$ cat src/hdl/vgl_pkg.sv
// Package with shared widths, register indexes, state codes and types of the grid layout block.
`default_nettype none
package vgl_pkg;
    localparam int DIM_W = 13;
    localparam int CNT_W = 5;
    localparam int NUM_W = 2 * DIM_W;
    localparam int ACC_W = NUM_W + CNT_W;

    typedef enum logic [1:0] {
        REG_IMAGE_WIDTH     = 2'd0,
        REG_IMAGE_HEIGHT    = 2'd1,
        REG_VIEWPORT_WIDTH  = 2'd2,
        REG_VIEWPORT_HEIGHT = 2'd3
    } t_reg_idx;

    typedef enum logic [3:0] {
        S_IDLE,
        S_MUL,
        S_GROW,
        S_DIV_TW,
        S_DIV_TH,
        S_DIV_W,
        S_DIV_H,
        S_DIV_SX,
        S_DIV_SY,
        S_OUT
    } t_state;

    typedef struct packed {
        logic [DIM_W-1:0] image_width;
        logic [DIM_W-1:0] image_height;
        logic [DIM_W-1:0] viewport_width;
        logic [DIM_W-1:0] viewport_height;
    } t_cfg;

    typedef struct packed {
        logic busy;
        logic done;
    } t_div_status;
endpackage
`default_nettype wire

$ cat src/hdl/vgl_div.sv
// Bit-serial restoring divider: one quotient bit per cycle, most significant first.
`default_nettype none
module vgl_div (
    input  wire logic                          i_clk,
    input  wire logic                          i_rst_n,
    input  wire logic                          i_start,
    input  wire logic [vgl_pkg::NUM_W-1:0]     i_num,
    input  wire logic [vgl_pkg::DIM_W-1:0]     i_den,
    output vgl_pkg::t_div_status               o_status,
    output logic      [vgl_pkg::NUM_W-1:0]     o_quo,
    output logic      [vgl_pkg::DIM_W-1:0]     o_rem
);
    localparam int NW = vgl_pkg::NUM_W;
    localparam int DW = vgl_pkg::DIM_W;

    logic          r_busy, n_busy;
    logic          r_done, n_done;
    logic [4:0]    r_cnt, n_cnt;
    logic [NW-1:0] r_sh, n_sh;
    logic [DW-1:0] r_rem, n_rem;
    logic [DW-1:0] r_den, n_den;
    logic [DW:0]   w_trial;
    logic          w_ge;
    logic [DW:0]   w_diff;

    always_comb begin
        w_trial = {r_rem, r_sh[NW-1]};
        w_ge    = (w_trial >= {1'b0, r_den});
        w_diff  = w_trial - {1'b0, r_den};
        n_busy  = r_busy;
        n_done  = 1'b0;
        n_cnt   = r_cnt;
        n_sh    = r_sh;
        n_rem   = r_rem;
        n_den   = r_den;
        if (i_start && !r_busy) begin
            n_busy = 1'b1;
            n_cnt  = 5'(NW - 1);
            n_sh   = i_num;
            n_rem  = '0;
            n_den  = i_den;
        end else if (r_busy) begin
            n_sh  = {r_sh[NW-2:0], w_ge};
            n_rem = w_ge ? w_diff[DW-1:0] : w_trial[DW-1:0];
            if (r_cnt == 5'd0) begin
                n_busy = 1'b0;
                n_done = 1'b1;
            end else begin
                n_cnt = r_cnt - 5'd1;
            end
        end
    end

    always_ff @(posedge i_clk) begin
        if (!i_rst_n) begin
            r_busy <= 1'b0;
            r_done <= 1'b0;
            r_cnt  <= '0;
        end else begin
            r_busy <= n_busy;
            r_done <= n_done;
            r_cnt  <= n_cnt;
        end
        r_sh  <= n_sh;
        r_rem <= n_rem;
        r_den <= n_den;
    end

    assign o_status.busy = r_busy;
    assign o_status.done = r_done;
    assign o_quo         = r_sh;
    assign o_rem         = r_rem;
endmodule
`default_nettype wire

$ cat src/hdl/vgl_cfg.sv
// APB register file holding the image and viewport sizes.
`default_nettype none
module vgl_cfg (
    input  wire logic        i_clk,
    input  wire logic        i_rst_n,
    input  wire logic        i_psel,
    input  wire logic        i_penable,
    input  wire logic        i_pwrite,
    input  wire logic [3:0]  i_paddr,
    input  wire logic [31:0] i_pwdata,
    output logic      [31:0] o_prdata,
    output logic             o_pready,
    output vgl_pkg::t_cfg    o_cfg
);
    localparam int DW = vgl_pkg::DIM_W;

    vgl_pkg::t_cfg    r_cfg, n_cfg;
    vgl_pkg::t_reg_idx w_idx;
    logic             w_wr;

    always_comb begin
        w_idx = vgl_pkg::t_reg_idx'(i_paddr[3:2]);
        w_wr  = i_psel && i_penable && i_pwrite;
        n_cfg = r_cfg;
        if (w_wr) begin
            unique case (w_idx)
                vgl_pkg::REG_IMAGE_WIDTH:     n_cfg.image_width     = i_pwdata[DW-1:0];
                vgl_pkg::REG_IMAGE_HEIGHT:    n_cfg.image_height    = i_pwdata[DW-1:0];
                vgl_pkg::REG_VIEWPORT_WIDTH:  n_cfg.viewport_width  = i_pwdata[DW-1:0];
                vgl_pkg::REG_VIEWPORT_HEIGHT: n_cfg.viewport_height = i_pwdata[DW-1:0];
                default:                      n_cfg = r_cfg;
            endcase
        end
        unique case (w_idx)
            vgl_pkg::REG_IMAGE_WIDTH:     o_prdata = 32'(r_cfg.image_width);
            vgl_pkg::REG_IMAGE_HEIGHT:    o_prdata = 32'(r_cfg.image_height);
            vgl_pkg::REG_VIEWPORT_WIDTH:  o_prdata = 32'(r_cfg.viewport_width);
            vgl_pkg::REG_VIEWPORT_HEIGHT: o_prdata = 32'(r_cfg.viewport_height);
            default:                      o_prdata = '0;
        endcase
    end

    always_ff @(posedge i_clk) begin
        if (!i_rst_n) begin
            r_cfg.image_width     <= 13'd1;
            r_cfg.image_height    <= 13'd1;
            r_cfg.viewport_width  <= 13'd1920;
            r_cfg.viewport_height <= 13'd1080;
        end else begin
            r_cfg <= n_cfg;
        end
    end

    assign o_pready = 1'b1;
    assign o_cfg    = r_cfg;
endmodule
`default_nettype wire

$ cat src/hdl/viewport_grid_letterbox_layout_top.sv
// Top level: grid search sequencer, shared serial divider and tile output register.
// Sequence: the products are formed first, then the grid grows by a row or a column per step
// until its cells cover the source count; four serial divisions follow, and each tile adds
// two such divisions and an output step.
// One request is worked at a time; a request of zero sources gives no transfer.
// Synchronous active-low reset returns to idle with the reset register values.
`default_nettype none
module viewport_grid_letterbox_layout_top #(
    parameter int MAX_SOURCES = 16
) (
    input  wire logic        i_clk,
    input  wire logic        i_rst_n,
    input  wire logic        psel,
    input  wire logic        penable,
    input  wire logic        pwrite,
    input  wire logic [3:0]  paddr,
    input  wire logic [31:0] pwdata,
    output logic      [31:0] prdata,
    output logic             pready,
    input  wire logic        i_in_valid,
    output logic             o_in_stall,
    input  wire logic [4:0]  i_source_count,
    output logic             o_out_valid,
    input  wire logic        i_out_stall,
    output logic      [3:0]  o_tile_index,
    output logic      [12:0] o_rect_x,
    output logic      [12:0] o_rect_y,
    output logic      [12:0] o_rect_w,
    output logic      [12:0] o_rect_h,
    output logic             o_last_tile
);
    localparam int DW   = vgl_pkg::DIM_W;
    localparam int CW   = vgl_pkg::CNT_W;
    localparam int NW   = vgl_pkg::NUM_W;
    localparam int AW   = vgl_pkg::ACC_W;
    localparam int NSAT = (MAX_SOURCES > 31) ? 31 : MAX_SOURCES;

    vgl_pkg::t_cfg        w_cfg;
    vgl_pkg::t_div_status w_div;
    logic [NW-1:0]        w_quo;
    logic [DW-1:0]        w_rem;
    logic                 w_start;
    logic [NW-1:0]        w_num;
    logic [DW-1:0]        w_den;

    vgl_pkg::t_state r_state, n_state;
    logic [CW-1:0]   r_n, n_n;
    logic [CW-1:0]   r_cols, n_cols;
    logic [CW-1:0]   r_rows, n_rows;
    logic [NW-1:0]   r_a, n_a;
    logic [NW-1:0]   r_b, n_b;
    logic [AW-1:0]   r_l, n_l;
    logic [AW-1:0]   r_r, n_r;
    logic [DW-1:0]   r_tw, n_tw;
    logic [DW-1:0]   r_th, n_th;
    logic [DW-1:0]   r_w, n_w;
    logic [DW-1:0]   r_h, n_h;
    logic [DW-1:0]   r_offx, n_offx;
    logic [DW-1:0]   r_offy, n_offy;
    logic [DW-1:0]   r_sx, n_sx;
    logic [DW-1:0]   r_y, n_y;
    logic [CW-1:0]   r_i, n_i;
    logic [CW-1:0]   r_col, n_col;
    logic [CW-1:0]   r_row, n_row;
    logic            r_out_valid, n_out_valid;
    logic [3:0]      r_o_idx, n_o_idx;
    logic [DW-1:0]   r_o_x, n_o_x;
    logic [DW-1:0]   r_o_y, n_o_y;
    logic [DW-1:0]   r_o_w, n_o_w;
    logic [DW-1:0]   r_o_h, n_o_h;
    logic            r_o_last, n_o_last;

    logic [DW-1:0]   w_ow, w_oh;
    logic [CW-1:0]   w_nsat;
    logic [9:0]      w_cells;
    logic            w_rnd;
    logic [DW-1:0]   w_round_q;
    logic [DW-1:0]   w_clamp;
    logic [DW-1:0]   w_sy;
    logic            w_div_state;

    vgl_cfg u_cfg (
        .i_clk     (i_clk),
        .i_rst_n   (i_rst_n),
        .i_psel    (psel),
        .i_penable (penable),
        .i_pwrite  (pwrite),
        .i_paddr   (paddr),
        .i_pwdata  (pwdata),
        .o_prdata  (prdata),
        .o_pready  (pready),
        .o_cfg     (w_cfg)
    );

    vgl_div u_div (
        .i_clk    (i_clk),
        .i_rst_n  (i_rst_n),
        .i_start  (w_start),
        .i_num    (w_num),
        .i_den    (w_den),
        .o_status (w_div),
        .o_quo    (w_quo),
        .o_rem    (w_rem)
    );

    // An image of zero area is fitted as if it were one pixel square.
    always_comb begin
        if (w_cfg.image_width == '0 || w_cfg.image_height == '0) begin
            w_ow = DW'(1);
            w_oh = DW'(1);
        end else begin
            w_ow = w_cfg.image_width;
            w_oh = w_cfg.image_height;
        end
        w_nsat  = (i_source_count > CW'(NSAT)) ? CW'(NSAT) : i_source_count;
        w_cells = 10'(r_cols) * 10'(r_rows);
        // Round half to even on the finished quotient and remainder.
        w_rnd = ({1'b0, w_rem} << 1) > (DW + 1)'(w_den)
             || ((({1'b0, w_rem} << 1) == (DW + 1)'(w_den)) && w_quo[0]);
        w_round_q = w_quo[DW-1:0] + DW'(w_rnd);
        w_sy = w_quo[DW-1:0];
    end

    always_comb begin
        w_div_state = 1'b0;
        w_num       = '0;
        w_den       = DW'(1);
        unique case (r_state)
            vgl_pkg::S_DIV_TW: begin
                w_div_state = 1'b1;
                w_num = NW'(w_cfg.viewport_width);
                w_den = DW'(r_cols);
            end
            vgl_pkg::S_DIV_TH: begin
                w_div_state = 1'b1;
                w_num = NW'(w_cfg.viewport_height);
                w_den = DW'(r_rows);
            end
            vgl_pkg::S_DIV_W: begin
                w_div_state = 1'b1;
                w_num = NW'(w_ow) * NW'(r_th);
                w_den = w_oh;
            end
            vgl_pkg::S_DIV_H: begin
                w_div_state = 1'b1;
                w_num = NW'(w_oh) * NW'(r_tw);
                w_den = w_ow;
            end
            vgl_pkg::S_DIV_SX: begin
                w_div_state = 1'b1;
                w_num = NW'(w_cfg.viewport_width) * NW'(r_col);
                w_den = DW'(r_cols);
            end
            vgl_pkg::S_DIV_SY: begin
                w_div_state = 1'b1;
                w_num = NW'(w_cfg.viewport_height) * NW'(r_row);
                w_den = DW'(r_rows);
            end
            default: begin
                w_div_state = 1'b0;
            end
        endcase
        w_start = w_div_state && !w_div.busy && !w_div.done;
    end

    always_comb begin
        n_state     = r_state;
        n_n         = r_n;
        n_cols      = r_cols;
        n_rows      = r_rows;
        n_a         = r_a;
        n_b         = r_b;
        n_l         = r_l;
        n_r         = r_r;
        n_tw        = r_tw;
        n_th        = r_th;
        n_w         = r_w;
        n_h         = r_h;
        n_offx      = r_offx;
        n_offy      = r_offy;
        n_sx        = r_sx;
        n_y         = r_y;
        n_i         = r_i;
        n_col       = r_col;
        n_row       = r_row;
        n_out_valid = r_out_valid && i_out_stall;
        n_o_idx     = r_o_idx;
        n_o_x       = r_o_x;
        n_o_y       = r_o_y;
        n_o_w       = r_o_w;
        n_o_h       = r_o_h;
        n_o_last    = r_o_last;
        w_clamp     = '0;
        o_in_stall  = (r_state != vgl_pkg::S_IDLE);
        unique case (r_state)
            vgl_pkg::S_IDLE: begin
                if (i_in_valid) begin
                    n_n    = w_nsat;
                    n_cols = CW'(1);
                    n_rows = CW'(1);
                    n_i    = '0;
                    n_col  = '0;
                    n_row  = '0;
                    if (w_nsat != '0) begin
                        n_state = vgl_pkg::S_MUL;
                    end
                end
            end
            vgl_pkg::S_MUL: begin
                n_a     = NW'(w_cfg.image_width) * NW'(w_cfg.viewport_height);
                n_b     = NW'(w_cfg.image_height) * NW'(w_cfg.viewport_width);
                n_l     = AW'(n_a);
                n_r     = AW'(n_b);
                n_state = vgl_pkg::S_GROW;
            end
            vgl_pkg::S_GROW: begin
                // The scaled aspect sums track iw*vh*cols and ih*vw*rows.
                if (w_cells >= 10'(r_n)) begin
                    n_state = vgl_pkg::S_DIV_TW;
                end else if (r_l > r_r) begin
                    n_rows = r_rows + CW'(1);
                    n_r    = r_r + AW'(r_b);
                end else begin
                    n_cols = r_cols + CW'(1);
                    n_l    = r_l + AW'(r_a);
                end
            end
            vgl_pkg::S_DIV_TW: begin
                if (w_div.done) begin
                    n_tw    = w_round_q;
                    n_state = vgl_pkg::S_DIV_TH;
                end
            end
            vgl_pkg::S_DIV_TH: begin
                if (w_div.done) begin
                    n_th    = w_round_q;
                    n_state = vgl_pkg::S_DIV_W;
                end
            end
            vgl_pkg::S_DIV_W: begin
                if (w_div.done) begin
                    w_clamp = (w_quo > NW'(r_tw)) ? r_tw : w_quo[DW-1:0];
                    n_w     = w_clamp;
                    n_offx  = DW'((r_tw - w_clamp) >> 1);
                    n_state = vgl_pkg::S_DIV_H;
                end
            end
            vgl_pkg::S_DIV_H: begin
                if (w_div.done) begin
                    w_clamp = (w_quo > NW'(r_th)) ? r_th : w_quo[DW-1:0];
                    n_h     = w_clamp;
                    n_offy  = DW'((r_th - w_clamp) >> 1);
                    n_state = vgl_pkg::S_DIV_SX;
                end
            end
            vgl_pkg::S_DIV_SX: begin
                if (w_div.done) begin
                    n_sx    = w_quo[DW-1:0];
                    n_state = vgl_pkg::S_DIV_SY;
                end
            end
            vgl_pkg::S_DIV_SY: begin
                if (w_div.done) begin
                    n_y     = w_sy + r_offy;
                    n_state = vgl_pkg::S_OUT;
                end
            end
            vgl_pkg::S_OUT: begin
                if (!r_out_valid || !i_out_stall) begin
                    n_out_valid = 1'b1;
                    n_o_idx     = r_i[3:0];
                    n_o_x       = r_sx + r_offx;
                    n_o_y       = r_y;
                    n_o_w       = r_w;
                    n_o_h       = r_h;
                    n_o_last    = (r_i + CW'(1) == r_n);
                    if (r_i + CW'(1) == r_n) begin
                        n_state = vgl_pkg::S_IDLE;
                    end else begin
                        n_i = r_i + CW'(1);
                        if (r_row + CW'(1) == r_rows) begin
                            n_row = '0;
                            n_col = r_col + CW'(1);
                        end else begin
                            n_row = r_row + CW'(1);
                        end
                        n_state = vgl_pkg::S_DIV_SX;
                    end
                end
            end
            default: begin
                n_state = vgl_pkg::S_IDLE;
            end
        endcase
    end

    always_ff @(posedge i_clk) begin
        if (!i_rst_n) begin
            r_state     <= vgl_pkg::S_IDLE;
            r_out_valid <= 1'b0;
            r_cols      <= CW'(1);
            r_rows      <= CW'(1);
            r_i         <= '0;
        end else begin
            r_state     <= n_state;
            r_out_valid <= n_out_valid;
            r_cols      <= n_cols;
            r_rows      <= n_rows;
            r_i         <= n_i;
        end
        r_n      <= n_n;
        r_a      <= n_a;
        r_b      <= n_b;
        r_l      <= n_l;
        r_r      <= n_r;
        r_tw     <= n_tw;
        r_th     <= n_th;
        r_w      <= n_w;
        r_h      <= n_h;
        r_offx   <= n_offx;
        r_offy   <= n_offy;
        r_sx     <= n_sx;
        r_y      <= n_y;
        r_col    <= n_col;
        r_row    <= n_row;
        r_o_idx  <= n_o_idx;
        r_o_x    <= n_o_x;
        r_o_y    <= n_o_y;
        r_o_w    <= n_o_w;
        r_o_h    <= n_o_h;
        r_o_last <= n_o_last;
    end

    assign o_out_valid  = r_out_valid;
    assign o_tile_index = r_o_idx;
    assign o_rect_x     = r_o_x;
    assign o_rect_y     = r_o_y;
    assign o_rect_w     = r_o_w;
    assign o_rect_h     = r_o_h;
    assign o_last_tile  = r_o_last;

`ifndef ASSERT_OFF
    a_grid_nonzero: assert property (@(posedge i_clk) disable iff (!i_rst_n)
        (r_cols != '0) && (r_rows != '0))
        else $error("grid dimension became zero");
    a_tile_in_range: assert property (@(posedge i_clk) disable iff (!i_rst_n)
        (r_state == vgl_pkg::S_OUT) |-> (r_i < r_n))
        else $error("tile counter ran past the source count");
    a_div_start_idle: assert property (@(posedge i_clk) disable iff (!i_rst_n)
        w_start |-> (!w_div.busy && w_div_state))
        else $error("divider started while busy");
    a_fit_within_tile: assert property (@(posedge i_clk) disable iff (!i_rst_n)
        (r_state == vgl_pkg::S_OUT) |-> (r_w <= r_tw) && (r_h <= r_th))
        else $error("fitted image exceeds its tile");
`endif
endmodule
`default_nettype wire
$ cat config.mk
export PLATFORM = sky130hd
export DESIGN_NAME = viewport_grid_letterbox_layout_top
export DESIGN_NICKNAME = d
export VERILOG_FILES = /design/src/hdl/vgl_pkg.sv /design/src/hdl/vgl_div.sv /design/src/hdl/vgl_cfg.sv /design/src/hdl/viewport_grid_letterbox_layout_top.sv
export SDC_FILE = /design/constraint.sdc
export NUM_CORES = 2
export LEC_CHECK = 0
export ABC_AREA = 0
export BUFFER_PORTS_ARGS = -buffer_cell sky130_fd_sc_hd__buf_2
export CORE_AREA = 4 4 386 388
export CTS_CLUSTER_DIAMETER = 100
export CTS_CLUSTER_SIZE = 10
export DETAILED_ROUTE_END_ITERATION = 6
export DIE_AREA = 0 0 390 392
export PLACE_DENSITY = 0.51
export SLEW_MARGIN = 15
export SYNTH_ARGS = -nofsm -noshare
export SYNTH_HDL_FRONTEND = slang
export SYNTH_HIERARCHICAL = 1
export SYNTH_SLANG_ARGS = --single-unit
$ cat constraint.sdc
create_clock -name i_clk -period 18.6 [get_ports i_clk]
set_clock_uncertainty 0.1 [all_clocks]
set_input_delay 0 -clock i_clk [delete_from_list [all_inputs] [get_ports i_clk]]
set_output_delay 0 -clock i_clk [all_outputs]
set_load 0.02 [all_outputs]
==> impl_metrics.env <==
export IMPL_power_density_mw_per_mm2=81.7
export IMPL_r2r_slack_ps=10100
export IMPL_ys_flop_type="edfxtp_1"
export IMPL_dieWidth_um=390
export IMPL_cts_resized=0
export IMPL_synth_common_cells="inv_1, nand2_1, fa_1, ha_1, edfxtp_1"
export IMPL_grt_pass1_vias=38452
export IMPL_dr_pass1_iters=5
export IMPL_crit_required_ps=18900
export IMPL_synth_top_area_cell="fa_1"
export IMPL_internal_power_mw=2.61
export IMPL_initial_core_util=0.349
export IMPL_num_rows=140
export IMPL_avgViaCountPerCell=5.15
export IMPL_tightest_slew_ps=1190
export IMPL_hold_depth=2
export IMPL_maxSlewViolCount=0
export IMPL_core_mm2=0.145
export IMPL_drc_errors=0
export IMPL_postSynthAreaPerCell_um2=9.29
export IMPL_initialDrtViolationCount=2463
export IMPL_postCtsSetupBuffers=0
export IMPL_gp_congestion=0.850
export IMPL_status="completed"
export IMPL_area_growth_syn_to_layout_pct=8.49
export IMPL_clkSlewWorstSetupHoldPaths_ps=70
export IMPL_grt_overflow_total=0
export IMPL_clockRootBuffer="clkbuf_16"
export IMPL_ys_warn_count=6
export IMPL_syn_area_mm2=0.0507
export IMPL_setup_worst_path_start="u_cfg/o_cfg[41]$_SDFFE_PN0P_"
export IMPL_hold_path_class="input port to register"
export IMPL_finalCritPeriodShare=0.457
export IMPL_fin_setup_tns_ps=0
export IMPL_netlist_instances=5457
export IMPL_fin_crit_ps=8500
export IMPL_reg2reg_to="u_div/o_quo[18]$_DFFE_PP_"
export IMPL_wl_per_cell_um=20.0
export IMPL_numPortBuffers=98
export IMPL_yosysTopAreaCellShare=0.224
export IMPL_grt_start_max_net_pins=86
export IMPL_cts_made_buffers=50
export IMPL_switching_share=0.420
export IMPL_drtAntennaViolNets=0
export IMPL_vias=38246
export IMPL_synth_edf_count=327
export IMPL_cap_violations=0
export IMPL_final_hold_viol_count=0
export IMPL_cp_endpoint="u_div/o_quo[18]$_DFFE_PP_"
export IMPL_track_usage=0.194
export IMPL_dpl_hpwl_um=112000
export IMPL_clockBufferDepth=3
export IMPL_synth_most_common_cell="inv_1"
export IMPL_relSlewSlack=0.203
export IMPL_cts_tree="built"
export IMPL_die_y_um=392
export IMPL_postSynth_asyncResetShare=0
export IMPL_cp_max_fo=70
export IMPL_pwr_share_comb=0.467
export IMPL_rsz0062_at_grt="no"
export IMPL_antenna_found_initial=2
export IMPL_holdWs_ps=52.2
export IMPL_io_pins=140
export IMPL_r2r_start="u_cfg/o_cfg[41]$_SDFFE_PN0P_"
export IMPL_synth_cell_type_count=95
export IMPL_peakVddDrop_uv=64.1
export IMPL_fmax_mhz=118
export IMPL_synth_seq_cells=419
export IMPL_setup_viol=0
export IMPL_p_sw_mw=1.89
export IMPL_hold_buffers=31
export IMPL_reg2reg_depth=25
export IMPL_critPathKind="register to register"
export IMPL_wl_um=148000
export IMPL_design_die_area_mm2=0.153
export IMPL_endpoint_kind="register"
export IMPL_drive_above_1_share=0.0644
export IMPL_cts_sink_count=419
export IMPL_worstSkewPairLatency_ps=660
export IMPL_grt_first_pass_wirelength_um=230000
export IMPL_p_clk_frac=0.208
export IMPL_ys_seq_area_frac=0.230
export IMPL_htreeDepth=2
export IMPL_startpoint_type="register"
export IMPL_power_frac_seq=0.325
export IMPL_synth_area_leaders="fa_1, edfxtp_1, ha_1"
export IMPL_power_leakage_nw=26.0
export IMPL_arrival_ps=8800
export IMPL_nets=6637
==> cell usage in the layout (no fill, tap or decap), types with 24 or more instances in the layout <==
master	synthesis	final
xnor2_1	141	141
nor3_1	60	59
o21ai_0	160	159
nor2b_1	52	51
fa_1	566	566
buf_4	25	83
clkbuf_16	0	51
a21oi_1	190	189
edfxtp_1	327	327
mux2i_1	51	51
and3_1	131	131
o21a_1	30	30
ha_1	547	547
o211ai_1	24	24
a21o_1	107	107
inv_1	914	913
dlygate4sd3_1	0	31
and2_1	247	247
mux2_2	54	54
nand2_1	714	713
buf_2	7	98
xor2_1	83	83
nand4_1	25	25
nor2_1	228	223
nand3_1	53	53
dfxtp_1	92	92
nand2b_1	44	44
==> worst min path at each step <==
| stage | start | endpoint | slack [ps] |
|---|---|---|---|
| 6_report | i_source_count[4] | r_n[4]$_DFFE_PP_ | 50 |
| 5_1_grt | i_source_count[4] | r_n[4]$_DFFE_PP_ | 60 |
| 4_1_cts | i_source_count[4] | r_n[4]$_DFFE_PP_ | 20 |
| 3_5_place_dp | i_source_count[4] | r_n[4]$_DFFE_PP_ | 170 |
| 3_3_place_gp | i_source_count[4] | r_n[4]$_DFFE_PP_ | 170 |
| 2_1_floorplan | i_rst_n | r_cols[0]$_SDFFE_PN1P_ | -40 |
==> worst max-delay path: stages, from the launching register on <==
cell and delay (ps):
dfxtp_1 300, buf_4 340, nor4_1 110, nand4_1 110, buf_4 490, o41a_2 260
buf_4 510, and2_1 680, nand2_1 180, fa_1 540, fa_1 400, inv_1 70
fa_1 430, fa_1 540, inv_1 50, fa_1 470, inv_1 50, ha_1 180
or3_1 420, o21ai_0 600, o31ai_1 230, a21o_1 210, a21oi_1 160, xor2_1 310
o22ai_1 130, mux2_2 300
==> registers in the layout, indices dropped and copies added, names as in the netlist, 13 cells and up <==
signal,cells
u_div/o_rem,13
o_rect_h,13
r_a,26
r_h,13
r_w,13
r_th,13
r_sx,13
r_r,31
u_div/o_quo,26
u_div/r_den,13
r_y,13
o_rect_x,13
r_b,26
o_rect_y,13
o_rect_w,13
r_tw,13
u_cfg/o_cfg,52
r_l,31
==> routing by layer <==
metal | vias up | part of all wire | GRT usage
li1 | 17887 | - | -
met1 | 19232 | 0.47 | 0.281
met2 | 963 | 0.44 | 0.308
met3 | 164 | 0.059 | 0.0260
met4 | 0 | 0.023 | 0.0449
met5 | - | 0 | 0
==> cell families after synthesis <==
group / Yosys count / share of synthesized area
and+or+nand+nor: 1624 / 0.153
buffers and inverters: 1179 / 0.0899
other: 2 / 0.000148
adders and majority gates: 1114 / 0.359
AOI/OAI and AO/OA: 777 / 0.102
DFF: 419 / 0.230
xor gates and xnor gates: 224 / 0.0387
muxes: 118 / 0.0278
==> cell type report <==
type / instances / area, um^2
tap: 1917 / 2400
antenna: 3 / 7.51
clock buffer: 70 / 1360
multi-input combinational: 3877 / 34600
inverter: 916 / 3440
fill: 14791 / 90400
clock inverter: 7 / 119
sequential: 419 / 11700
timing repair buffer: 212 / 1420
==> metrics by stage <==
step	cell area, um^2	setup slack, ps	power [mW]	instances	utilization
after detailed placement	53200	10200	3.55	7310	0.366
after global placement	53200	10240	3.53	7310	0.366
after global routing	55000	9690	4.83	7418	0.378
final	55000	10100	4.49	7421	0.378
after CTS	55000	10190	4.52	7418	0.378
after floorplan	50800	11600	2.92	5475	-
==> power groups by stage <==
stage	clock network, mW	logic (mW)	registers (mW)
after CTS	0.967	2.10	1.46
after global placement	0	2.06	1.47
after floorplan	0	1.52	1.40
after global routing	0.999	2.36	1.48
final	0.935	2.10	1.46
after detailed placement	0	2.08	1.47
No activity file was read; power rests on OpenSTA's default activity.
